==> src/rtl/core/pe2c_pkg.sv <==
// ----------------------------------------------------------------------------
// pe2c_pkg
// Shared widths, codes and types of the two-choice least-cost host selector.
// ----------------------------------------------------------------------------
package pe2c_pkg;

	localparam int RND_W        = 64;
	localparam int RTT_W        = 32;
	localparam int ACT_W        = 16;
	localparam int PEN_W        = 48;
	localparam int HC_W         = 9;
	localparam int HIDX_W       = 8;
	localparam int COST_W       = 49;
	localparam int CFG_IDX_W    = 2;
	localparam int CFG_DATA_W   = 48;
	localparam int REM_DIG      = 2;   // quotient bits retired per cycle
	localparam int SECOND_SHIFT = 16;
	localparam int ACT_FRAC_W   = 16;  // Q16.16 scaling of the active count

	localparam logic [HC_W-1:0]  HOST_COUNT_RST   = '0;
	localparam logic [RTT_W-1:0] DEFAULT_RTT_RST  = 32'd655360;
	localparam logic [PEN_W-1:0] PENALTY_COST_RST = 48'd65536000000;

	localparam logic OP_WRITE  = 1'b0;
	localparam logic OP_SELECT = 1'b1;

	typedef enum logic [CFG_IDX_W-1:0] {
		REG_HOST_COUNT   = 2'd0,
		REG_DEFAULT_RTT  = 2'd1,
		REG_PENALTY_COST = 2'd2
	} cfg_reg_t;

	typedef struct packed {
		logic [RTT_W-1:0] rtt;
		logic [ACT_W-1:0] act;
	} host_entry_t;

	typedef struct packed {
		logic [RTT_W-1:0] default_rtt;
		logic [PEN_W-1:0] penalty_cost;
	} cost_cfg_t;

endpackage

==> src/rtl/core/pe2c_cost_unit.sv <==
// ----------------------------------------------------------------------------
// pe2c_cost_unit
// Registered cost of one host entry: rtt*(active+1) or penalty+active*2^16.
// ----------------------------------------------------------------------------
module pe2c_cost_unit (
	input  logic                        clk,
	input  logic                        en,
	input  pe2c_pkg::host_entry_t       entry,
	input  pe2c_pkg::cost_cfg_t         cfg,
	output logic [pe2c_pkg::COST_W-1:0] cost
);
	import pe2c_pkg::*;

	logic [RTT_W-1:0]  mul_a;
	logic [ACT_W:0]    mul_b;
	logic [COST_W-1:0] prod;
	logic [COST_W-1:0] pen;
	logic              no_sample_busy;
	logic [COST_W-1:0] cost_q;

	always_comb begin
		mul_a          = (entry.rtt != '0) ? entry.rtt : cfg.default_rtt;
		mul_b          = {1'b0, entry.act} + 1'b1;
		prod           = COST_W'(mul_a) * COST_W'(mul_b);
		pen            = COST_W'(cfg.penalty_cost)
		               + COST_W'({entry.act, {ACT_FRAC_W{1'b0}}});
		no_sample_busy = (entry.rtt == '0) && (entry.act != '0);
	end

	always_ff @(posedge clk) begin
		if (en) begin
			cost_q <= no_sample_busy ? pen : prod;
		end
	end

	assign cost = cost_q;

endmodule

==> config.mk <==
export PLATFORM = sky130hd
export DESIGN_NAME = pe2c_cost_unit
export DESIGN_NICKNAME = d
export VERILOG_FILES = /design/src/rtl/core/pe2c_pkg.sv /design/src/rtl/core/pe2c_cost_unit.sv
export SDC_FILE = /design/constraint.sdc
export NUM_CORES = 1
export LEC_CHECK = 0
export BUFFER_PORTS_ARGS = -buffer_cell sky130_fd_sc_hd__clkbuf_2
export CORE_AREA = 2 2 196 198
export DETAILED_ROUTE_END_ITERATION = 10
export DIE_AREA = 0 0 198 200
export PLACE_DENSITY_LB_ADDON = 0.15
export SLEW_MARGIN = 20
export SYNTH_ARGS = -nofsm -noshare
export SYNTH_HDL_FRONTEND = slang
export SYNTH_SLANG_ARGS = --single-unit
==> constraint.sdc <==
create_clock -name clk -period 9.25 [get_ports clk]
set_clock_uncertainty 0.05 [all_clocks]
set_input_delay 1.85 -clock clk [delete_from_list [all_inputs] [get_ports clk]]
set_output_delay 1.85 -clock clk [all_outputs]
set_load 0.02 [all_outputs]
==> results.cfg <==
[floorplanning]
die_y_um = 200
dieArea_um2 = 39600
coreArea_um2 = 37400
io_pins = 179
die_w_um = 198
rows = 71
initial_utilization_pct = 55.5

[synth]
syn_nets = 3194
syn_area_um2 = 20800
yosys_warnings = 0
synth_ff_type = edfxtp_1
yosys_register_bits = 49
syn_inst = 2473
synth-edff-count = 49
async_flop_share_pct = 0
syn_avg_cell_area_um2 = 8.40
yosysSeqAreaShare_pct = 7.09
yosysUniqueCellTypes = 61

[route]
drt-initial-drc-count = 1205
vias = 18055
viasPerCell = 5.57
remaining_drc_errors = 0
antenna_left = 0
wire_per_inst_um = 19.8
drt_pass1_iterations = 6
totalWireLength_um = 64300

[clocking]
cts_htree_levels = 2
cts_tree = yes
cts_setup_buffers = 0
cts_buffer_depth = 2
holdBufCountCts = 0
cts.sinks = 49
cts_buffers = 5
cts.clk_slew.worst_paths_ns = 0.07
root_buffer = clkbuf_16

[cells_and_area]
multi_input_comb_area_um2 = 17000
layout_commonest_cell = inv_1
drive_gt1_share_pct = 14.8
fin_area_um2 = 23800
largest_reg_flops = 49
stdcell_count = 3244
regArea_um2 = 1470
syn_to_final_growth_pct = 14.5
fin_nets = 3452
fillers = 3272
final_cell_mix = 552 x inv_1, 450 x fa_1, 413 x nand2_1

[critical_path]
arrival_ns = 8.91
crit_fanout = 15
critPathKind = primary input to register
critPathCaptureType = register
worst_path_most_repeated_cell = fa_1
startpoint_type = primary input
cp_slowest_cell = fa_1
slowest_delay_ns = 0.55
crit_required_ns = 9.23

[global_routing]
grt_max_degree = 56
grt.overflow.total = 0
grt_pass1_vias = 19482
grtUsageTotal_pct = 34.1
grt_pass1_wl_um = 102000
antenna_found_initial = 1

[sta]
fin_crit_sh_pct = 96.6
hold_violations = 0
slew_headroom_pct = 30.8
worst_hold_slack_ns = 1.77
rsz0062_at_grt = true
clock.fmax_mhz = 112
min_period_ns = 8.93
worst_pin_slew_ns = 1.04
setup_viol = 0
finalMaxSlewViolations = 0
tns_ns = 0

[placement]
dp_hpwl_um = 54300
place_area_um2 = 23500
numPlacedInstances = 3235
port_buffers = 178
finalWeightedCongestion = 0.972

[hold_path]
hp-class = primary input to register

[status]
outcome = completed

[flow_run]
cap_violations = 0
==> final timing paths <==
path	from	end	slack, ns	depth (start not counted)
setup / recovery	entry[4]	cost[43]	0.32	29
hold / removal	cfg[2]	cost[2]	1.77	3
==> final cells by class <==
type	count	share of cell area (%)
Clock buffer	6	0.542
Antenna cell	1	0.0105
Sequential cell	49	6.19
Inverter	552	8.71
Multi-Input combinational cell	1770	71.6
Timing Repair Buffer	353	10.2
Clock inverter	2	0.142
Tap cell	511	2.69
==> Yosys cell counts, drive strengths merged, types with 3 or more instances <==
library cell	instances	area [um2]
clkbuf	93	349
o21ai	35	183
o31ai	10	93.8
o31a	3	26.3
ha	141	1760
and2	19	119
a21oi	119	599
a211oi	4	35.0
mux2i	7	70.1
fa	450	9010
xor2	42	368
a31oi	8	65.1
o21a	12	90.1
buf	9	40.0
nand4	19	119
edfxtp	49	1470
nor2b	6	45.0
nor4	11	68.8
nand3	19	95.1
nand2	414	1550
nor2	254	953
nor3	10	50.1
o211ai	4	35.0
nand2b	8	50.1
a41oi	3	63.8
inv	552	2070
a21boi	4	30.0
and4	3	26.3
xnor2	54	473
a21o	61	458
and3	17	106
o21bai	13	97.6
==> per-layer routing <==
metal | track usage [%] | vias up | wire [um]
met5 | 0 | - | 0
met4 | 19.1 | 0 | 4290
met3 | 6.47 | 236 | 5380
met2 | 59.3 | 862 | 31600
met1 | 40.1 | 8977 | 23100
li1 | - | 7980 | -
==> critical path, delay by kind of cell <==
family | cells | cell delay, ns
AOI/OAI and AO/OA | 4 | 0.83
adders and majority gates | 7 | 3.38
xor gates and xnor gates | 2 | 0.41
and+or+nand+nor | 8 | 1.47
buffers and inverters | 8 | 0.97
==> cell families (layout without fill, tap and decap cells) <==
| family | after synthesis | in the layout | share of synthesized area (%) |
|---|---|---|---|
| adder cells (fa/ha/maj) | 591 | 591 | 51.9 |
| multiplexers | 7 | 7 | 0.337 |
| buffers and inverters | 654 | 913 | 11.9 |
| AND/OR/NAND/NOR | 787 | 787 | 15.6 |
| AO/OA/AOI/OAI | 289 | 289 | 9.18 |
| other | 0 | 1 | 0 |
| flip-flops | 49 | 49 | 7.09 |
| XOR/XNOR | 96 | 96 | 4.05 |
==> through the flow <==
step | util (%) | setup slack [ns]
4_1_cts | 63.4 | 0.205
6_report | 63.6 | 0.317
5_1_grt | 63.6 | -0.0221
2_1_floorplan | - | 0.535
3_3_place_gp | 63.0 | -0.0439
3_5_place_dp | 63.0 | -0.103
==> repair_timing <==
action                                  CTS  global route
endpoints found under the setup margin    0            11
hold endpoints to repair                  0             0
gates resized for setup                   0            15
Power is left out: the tool's default activity adds up to more than one toggle a clock period on the data nets, which glitch-free logic cannot reach.
