--- config.mk ---
export PLATFORM = sky130hd
export DESIGN_NAME = pe2c_rem_unit
export DESIGN_NICKNAME = d
export VERILOG_FILES = /design/src/rtl/core/pe2c_pkg.sv /design/src/rtl/core/pe2c_rem_unit.sv
export SDC_FILE = /design/constraint.sdc
export NUM_CORES = 1
export LEC_CHECK = 0
export BUFFER_PORTS_ARGS = -buffer_cell sky130_fd_sc_hd__buf_2
export CAP_MARGIN = 20
export CORE_ASPECT_RATIO = 1.75
export CORE_MARGIN = 4
export CORE_UTILIZATION = 56
export DETAILED_ROUTE_END_ITERATION = 10
export GPL_ROUTABILITY_DRIVEN = 1
export PLACE_DENSITY = 0.83
export SETUP_SLACK_MARGIN = 0.5
export SYNTH_ARGS = -nofsm -noshare
export SYNTH_HDL_FRONTEND = slang
export SYNTH_SLANG_ARGS = --single-unit
--- constraint.sdc ---
create_clock -name clk -period 5.25 [get_ports clk]
set_clock_uncertainty 0.15 [all_clocks]
set_input_delay 0.525 -clock clk [delete_from_list [all_inputs] [get_ports clk]]
set_output_delay 0.525 -clock clk [all_outputs]
set_load 0.05 [all_outputs]
--- src/rtl/core/pe2c_pkg.sv ---
// ----------------------------------------------------------------------------
// pe2c_pkg
// Shared widths, codes and types of the two-choice least-cost host selector.
// ----------------------------------------------------------------------------
package pe2c_pkg;

	localparam int RND_W        = 64;
	localparam int RTT_W        = 32;
	localparam int ACT_W        = 16;
	localparam int PEN_W        = 48;
	localparam int HC_W         = 9;
	localparam int HIDX_W       = 8;
	localparam int COST_W       = 49;
	localparam int CFG_IDX_W    = 2;
	localparam int CFG_DATA_W   = 48;
	localparam int REM_DIG      = 2;   // quotient bits retired per cycle
	localparam int SECOND_SHIFT = 16;
	localparam int ACT_FRAC_W   = 16;  // Q16.16 scaling of the active count

	localparam logic [HC_W-1:0]  HOST_COUNT_RST   = '0;
	localparam logic [RTT_W-1:0] DEFAULT_RTT_RST  = 32'd655360;
	localparam logic [PEN_W-1:0] PENALTY_COST_RST = 48'd65536000000;

	localparam logic OP_WRITE  = 1'b0;
	localparam logic OP_SELECT = 1'b1;

	typedef enum logic [CFG_IDX_W-1:0] {
		REG_HOST_COUNT   = 2'd0,
		REG_DEFAULT_RTT  = 2'd1,
		REG_PENALTY_COST = 2'd2
	} cfg_reg_t;

	typedef struct packed {
		logic [RTT_W-1:0] rtt;
		logic [ACT_W-1:0] act;
	} host_entry_t;

	typedef struct packed {
		logic [RTT_W-1:0] default_rtt;
		logic [PEN_W-1:0] penalty_cost;
	} cost_cfg_t;

endpackage

--- src/rtl/core/pe2c_rem_unit.sv ---
// ----------------------------------------------------------------------------
// pe2c_rem_unit
// Iterative restoring remainder of a 64-bit word by a narrow divisor.
// ----------------------------------------------------------------------------
module pe2c_rem_unit #(
	parameter int DIV_W = 9
) (
	input  logic                      clk,
	input  logic                      arst_n,
	input  logic                      start,
	input  logic [pe2c_pkg::RND_W-1:0] dividend,
	input  logic [DIV_W-1:0]          divisor,
	output logic [DIV_W-1:0]          rem,
	output logic                      done
);
	import pe2c_pkg::*;

	localparam int STEPS = RND_W / REM_DIG;
	localparam int CW    = $clog2(STEPS);

	logic              busy_q;
	logic              done_q;
	logic [CW-1:0]     cnt_q;
	logic [RND_W-1:0]  dvd_q;
	logic [DIV_W-1:0]  dsr_q;
	logic [DIV_W-1:0]  rem_q;
	logic [DIV_W-1:0]  rem_nx;

	// two shift/compare/subtract steps per cycle
	always_comb begin
		logic [DIV_W:0]   t;
		logic [DIV_W-1:0] r;
		r = rem_q;
		for (int i = 0; i < REM_DIG; i++) begin
			t = {r, dvd_q[RND_W-1-i]};
			if (t >= {1'b0, dsr_q}) begin
				t = t - {1'b0, dsr_q};
			end
			r = t[DIV_W-1:0];
		end
		rem_nx = r;
	end

	always_ff @(posedge clk or negedge arst_n) begin
		if (!arst_n) begin
			busy_q <= 1'b0;
			done_q <= 1'b0;
			cnt_q  <= '0;
		end else if (start) begin
			busy_q <= 1'b1;
			done_q <= 1'b0;
			cnt_q  <= '0;
		end else if (busy_q) begin
			cnt_q <= cnt_q + 1'b1;
			if (cnt_q == CW'(STEPS - 1)) begin
				busy_q <= 1'b0;
				done_q <= 1'b1;
			end
		end else begin
			done_q <= 1'b0;
		end
	end

	always_ff @(posedge clk) begin
		if (start) begin
			dvd_q <= dividend;
			dsr_q <= divisor;
			rem_q <= '0;
		end else if (busy_q) begin
			dvd_q <= dvd_q << REM_DIG;
			rem_q <= rem_nx;
		end
	end

	assign rem  = rem_q;
	assign done = done_q;

endmodule

==> key figures, run 1 <==
Power and ir drop
  • Total power: 2750 uW
  • Sequential power share: 33.3%
  • Leak Pwr: 0.00236 uW
  • Sw power: 955 uW
  • Clock network power share: 24.3%
  • Comb power frac: 42.4%
  • Sw frac: 34.7%
  • Worst VDD drop: 292 uV
  • Cell Int Power: 1800 uW
  • Pwr/cell area: 496 nW/um^2

Setup path
  • WP buf/inv: 2
  • CP max FO: 9
  • Largest stage delay, worst path: 0.43 ns
  • Worst Path Arrival: 4.42 ns
  • Worst path required time: 5.36 ns
  • Critical path cell sequence: inv_1 > ha_1 > inv_1 > fa_1 > a211oi_1 > o211a_1 > o21a_1 > o21ai_0 > ha_1 > a21oi_1 > a31oi_1 > o22ai_1 > o211ai_4 > a221o_2 > o21ai_0
  • Setup CP Type: reg -> reg
  • Cell family with most CP delay: compound AO/OA/AOI/OAI gates
  • CP endpoint kind: register
  • R2R setup slack: 0.94 ns
  • CP Launch Type: register
  • CP max-delay cell: a221o_2

Synthesis
  • Mux contribution to synthesized area: 17.6%
  • Main combinational cell family by area after synthesis: multiplexers
  • Leading area contributor after synthesis: edfxtp_1
  • EDFF count, synth: 73
  • Compound-Gate Fraction of Synth Area: 10.3%
  • Cells after Synth: 355
  • Cell with the most instances after synthesis: edfxtp_1
  • Syn Nets: 453
  • Post-synth top cells: edfxtp_1, mux2_2, ha_1
  • Area share of the largest cell type after synthesis: 46.4%
  • Commonest register cell after synthesis: edfxtp_1
  • Avg Cell Area, Syn: 13.3 sq um
  • Ranking of synthesized cells by area: edfxtp_1, mux2_2, ha_1, dfxtp_1, dfrtp_1
  • Sequential area share after synthesis: 53.9%
  • Synth warnings: 0
  • Area share of xor/xnor cells in the synthesized design: 2.60%
  • Synthesized area: 4720 sq um
  • Synthesized flop and latch total: 89
  • Adder-cell area share of the yosys netlist: 6.15%
  • Number of distinct library cells after synthesis: 56
  • Synth Area in Simple Gates: 6.23%
  • Post-synth ARST share: 7.87%

Routing
  • Vias per cell: 5.86
  • Detail Route Antenna Nets: 0
  • First drt pass iteration count: 5
  • Via count: 3151
  • Routed len/inst: 17.7 microns
  • Iter 0 DRT Violations: 110
  • # DRC: 0
  • Post-Route WL: 9520 microns

Placement
  • Port Buffers: 85
  • Dpl hpwl: 7170 microns
  • Final RePlAce weighted congestion: 0.888
  • Placed insts: 520

Global routing
  • Congestion Overflow GR: 0
  • Number of global-route vias before repair: 3276
  • GRT Total Usage: 19.9%
  • Largest net degree at the start of global routing: 51
  • Global-route wire length before repair: 15500 microns
  • Initial antenna violation count: 0

Die
  • Full die area: 10000 sq um
  • Chip height: 129 microns
  • I/O Pins: 86
  • Core ar.: 8260 sq um
  • Number of cell rows: 44
  • Die width: 77.4 microns
  • Starting Density: 57.2%

Clock network
  • Buffer count from post-CTS setup fixing: 0
  • Clk sinks: 89
  • Clock tree buffer depth: 2
  • CTS Buf Count: 9
  • Clk root buf: clkbuf_16
  • Clk pin slew, worst setup/hold paths: 0.06 ns
  • Worst skew pair latency: 0.33 ns
  • H-tree levels: 3
  • TritonCTS clock tree: done

Timing
  • Final Hold Viols: 0
  • RSZ-0062 raised after global routing: no
  • Worst slew pin tran: 0.557 ns
  • Fin. max-slew vios: 0
  • Fin Setup TNS: 0 ns
  • Final Setup Violations: 0
  • Crit share post-route: 82.1%
  • Rel. slew slack: 62.9%
  • Max Clk Rate: 232 MHz
  • Tmin final: 4.31 ns

Flow run
  • Max-cap check violation count: 0

Final layout
  • Fin nets: 539
  • Share of post-route cells with drive strength above 1: 40.6%
  • Finished Layout Cells: 538
  • Number of inserted diodes: 0
  • Syn-to-layout area delta: 17.4%

Status
  • Status: finished clean

Hold path
  • Hold WC Path Type: in -> reg
-- cells by family (layout without fill, tap and decap cells) --
group,after synthesis,count (layout)
mux,75,75
compound gates,64,64
xor+xnor,14,14
simple gates,59,59
flops,89,89
buf+inv,32,123
fa+ha+maj,22,22
-- flip-flops by register name (all words and copies together), names as in the netlist --
| name | count |
|---|---|
| busy_q | 1 |
| cnt_q | 5 |
| done | 1 |
| dsr_q | 9 |
| dvd_q | 64 |
| rem | 9 |
-- final timing paths --
check	startpoint	to	cells past startpoint
worst max-delay path	dvd_q[63]	rem[1]	15
min in group asynchronous	arst_n	done	2
worst min register to register	done	done	2
worst max register to register	dvd_q[63]	rem[1]	15
max in group asynchronous	arst_n	cnt_q[2]	2
worst min-delay path	divisor[1]	dsr_q[1]	1
-- final cells by class --
cell class	count	area (sq um)
Fill cell	623	2710
Sequential cell	89	2550
Multi-Input combinational cell	234	2030
Timing Repair Buffer	90	480
Clock buffer	11	233
Tap cell	92	115
Clock inverter	5	80.1
Inverter	17	63.8
-- stage by stage --
| step | hold WS, ns | setup slack, ns | cell area, sq um | util (%) |
|---|---|---|---|---|
| 5_1_grt | 0.199 | 0.594 | 5550 | 67.2 |
| 3_5_place_dp | 0.222 | 0.984 | 5200 | 63.0 |
| 2_1_floorplan | 0.0794 | 1.32 | 4720 | - |
| 3_3_place_gp | 0.216 | 1.08 | 5200 | 63.0 |
| 4_1_cts | 0.203 | 0.965 | 5530 | 66.9 |
| 6_report | 0.216 | 0.937 | 5550 | 67.2 |
-- repair_timing --
action                    4_1_cts  5_1_grt
hold buffers                    1        0
hold endpoints to repair        7        0
gates resized for setup         0        0
-- cells in the final DEF (no fill, tap or decap), drive strengths merged, types with 7 or more instances in the layout --
master,netlist,layout
a211oi,9,9
a21oi,7,7
buf,5,89
clkbuf,10,11
dfrtp,7,7
dfxtp,9,9
edfxtp,73,73
ha,20,20
inv,17,17
mux2,66,66
mux2i,9,9
nand2,10,10
nand3,7,7
nor2,19,19
o21ai,13,13
xnor2,9,9
-- layer usage --
metal | track usage, % | vias up | part of all wire [%]
li1 | - | 1518 | -
met1 | 21.5 | 1500 | 37
met2 | 35.0 | 105 | 53
met3 | 5.22 | 28 | 6.0
met4 | 11.7 | 0 | 4.4
met5 | 0 | - | 0
-- power by group through the flow --
stage / Combinational, uW / Sequential, uW / Clock [uW]
after CTS: 1160 / 917 / 680
after global placement: 1140 / 929 / 0
final: 1170 / 916 / 668
after global routing: 1280 / 927 / 709
after detailed placement: 1160 / 931 / 0
after floorplan: 867 / 994 / 0
-- worst register-to-register path, stage by stage, from the launching register on --
cell      delay, ns
edfxtp_1       0.40
inv_1          0.08
ha_1           0.16
inv_1          0.06
fa_1           0.41
a211oi_1       0.30
o211a_1        0.25
o21a_1         0.33
o21ai_0        0.20
ha_1           0.37
a21oi_1        0.25
a31oi_1        0.11
o22ai_1        0.41
o211ai_4       0.26
a221o_2        0.43
o21ai_0        0.06
Power figures use the tool's default switching activity.
==> run 2: changes to the inputs <==
==> constraint.sdc (replaced) <==
create_clock -name clk -period 4.04 [get_ports clk]
set_clock_uncertainty 0.15 [all_clocks]
set_input_delay 0.404 -clock clk [delete_from_list [all_inputs] [get_ports clk]]
set_output_delay 0.404 -clock clk [all_outputs]
set_load 0.05 [all_outputs]
==> run 2 against run 1 <==
Against the previous run: non-clock buffer count is 22 higher; utilization is 4.9 points higher; worst setup slack worse by 0.75 ns; critical endpoint is now rem[7]; fmax is 12% higher; sequential power is 31% higher.
==> key figures, run 2 (synthesis results as in run 1) <==
Hold path
  • Worst Hold Launch: divisor[3]
  • Worst Hold End: dsr_q[3]
  • Hold depth: 1
  • Hold WC Path Type: in -> reg

Placement
  • Place WS: -0.0721 ns
  • Port Buffers: 85
  • Dpl hpwl: 7610 microns
  • Final RePlAce weighted congestion: 0.918
  • Placed insts: 522

Final layout
  • Finished Layout Cells: 561
  • Fillcell total: 535
  • Multi-input gate area: 2280 sq um
  • Register Area: 2560 sq um
  • Share of post-route cells with drive strength above 1: 52.9%
  • Fin util: 72.1%
  • Syn-to-layout area delta: 26.0%
  • Largest register FFs: 64
  • Number of inserted diodes: 0
  • Most common cell after layout, fill and taps aside: buf_2
  • Most frequent cells in the layout: buf_2, edfxtp_1, mux2_2
  • Largest reg by FF count: dvd_q
  • Fin nets: 562

Die
  • Die width: 77.4 microns
  • Number of cell rows: 44
  • Chip height: 129 microns
  • Core ar.: 8260 sq um
  • I/O Pins: 86
  • Full die area: 10000 sq um
  • Starting Density: 57.2%

Flow run
  • Max-cap check violation count: 0

Setup path
  • CP max FO: 6
  • Reg2Reg Depth: 16
  • Largest stage delay, worst path: 0.40 ns
  • Setup CP Type: reg -> reg
  • CP Launch Type: register
  • Worst Path Arrival: 3.87 ns
  • Worst r2r src: dvd_q[63]
  • CP max-delay cell: edfxtp_1
  • FF-to-FF End: rem[7]
  • WP buf/inv: 3
  • Critical path cell sequence: inv_1 > ha_2 > inv_2 > fa_2 > a211oi_2 > o211a_1 > o21ai_4 > mux2_4 > ha_4 > a41oi_2 > a31oi_1 > o22ai_2 > buf_4 > o211ai_4 > mux2i_1 > a211oi_1
  • CP endpoint kind: register
  • R2R setup slack: 0.19 ns
  • Cell family with most CP delay: compound AO/OA/AOI/OAI gates
  • Worst path required time: 4.06 ns

Timing
  • Final Hold Viols: 0
  • Fin Setup TNS: 0 ns
  • Final Setup Violations: 0
  • Fin. max-slew vios: 0
  • Rel. slew slack: 38.0%
  • Setup slack after layout: 0.189 ns
  • Worst slew pin tran: 0.930 ns
  • Tmin final: 3.85 ns
  • Max Clk Rate: 260 MHz
  • RSZ-0062 raised after global routing: yes
  • Crit share post-route: 95.3%

Clock network
  • Clk sinks: 89
  • Clk pin slew, worst setup/hold paths: 0.06 ns
  • CTS Buf Count: 9
  • Worst skew pair latency: 0.34 ns
  • Clock tree buffer depth: 2
  • Clk root buf: clkbuf_16
  • TritonCTS clock tree: done
  • H-tree levels: 3

Routing
  • Iter 0 DRT Violations: 207
  • Vias per cell: 6.01
  • First drt pass iteration count: 4
  • Detail Route Antenna Nets: 0
  • Routed len/inst: 19.6 microns
  • # DRC: 0
  • Post-Route WL: 11000 microns
  • Via count: 3372

Global routing
  • GRT Total Usage: 22.2%
  • Congestion Overflow GR: 0
  • Global-route wire length before repair: 17100 microns
  • Largest net degree at the start of global routing: 47
  • Number of global-route vias before repair: 3555
  • Initial antenna violation count: 0

Status
  • Status: finished clean

Power and ir drop
  • Pwr/cell area: 722 nW/um^2
  • Total power: 4300 uW
  • Worst VDD drop: 352 uV
  • Leak Pwr: 0.00249 uW
## run 2: cell types whose count changed in the layout (fill, tap and decap cells not counted), sizes merged
cell	before	now
o211ai	4	5
bufinv	2	1
clkinvlp	2	1
inv	17	19
buf	89	111
## run 2: worst register-to-register path: stages, from the launching register on
cell and delay [ns]:
edfxtp_1 0.40, inv_1 0.08, ha_2 0.18, inv_2 0.04, fa_2 0.36, a211oi_2 0.23, o211a_1 0.28, o21ai_4 0.14
mux2_4 0.35, ha_4 0.30, a41oi_2 0.11, a31oi_1 0.24, o22ai_2 0.14, buf_4 0.16, o211ai_4 0.14, mux2i_1 0.27
a211oi_1 0.10
## run 2: stage by stage
step                instance area (sq um)  hold slack, ns
detailed placement                   5260          0.0921
global placement                     5260          0.0909
CTS                                  5750          0.0776
global route                         5950          0.0727
finish                               5950          0.0914
floorplan                            4760         -0.0416
## run 2: worst max-delay path by stage
stage	start	to	slack, ns	cells past startpoint
after floorplan	dvd_q[63]	rem[1]	0.50	16
after global placement	dvd_q[63]	rem[4]	0.04	15
after detailed placement	dvd_q[63]	rem[4]	-0.07	15
after CTS	dvd_q[63]	rem[2]	0.29	16
after global routing	dvd_q[63]	rem[7]	0.08	16
final	dvd_q[63]	rem[7]	0.19	16
## run 2: cell type report
| type | instances | share of cell area [%] |
|---|---|---|
| Sequential cell | 89 | 43.0 |
| Multi-Input combinational cell | 235 | 38.3 |
| Timing Repair Buffer | 112 | 10.7 |
| Clock buffer | 11 | 3.91 |
| Tap cell | 92 | 1.93 |
| Clock inverter | 5 | 1.07 |
| Inverter | 17 | 1.07 |
## run 2: layer usage
| layer | vias to the layer above | GRT usage (%) | share of wire (%) |
|---|---|---|---|
| met5 | - | 0 | 0 |
| met4 | 0 | 13.9 | 4.1 |
| met3 | 42 | 5.29 | 5.6 |
| met2 | 137 | 40.2 | 56 |
| met1 | 1624 | 22.7 | 35 |
| li1 | 1569 | - | - |
## run 2: report_power, final
group | total (uW) | internal [uW] | switching, uW
clock network | 830 | 485 | 345
registers | 1200 | 1120 | 73.6
logic | 2270 | 1080 | 1190
## run 2: what timing repair did
| action | CTS | global route |
|---|---|---|
| hold endpoints to repair | 7 | 0 |
| buffers inserted | 10 | 11 |
| hold buffers | 1 | 0 |
| setup endpoints to repair | 9 | 9 |
| gates cloned | 1 | 0 |
| pin swaps | 17 | 19 |
| gates resized for setup | 22 | 26 |
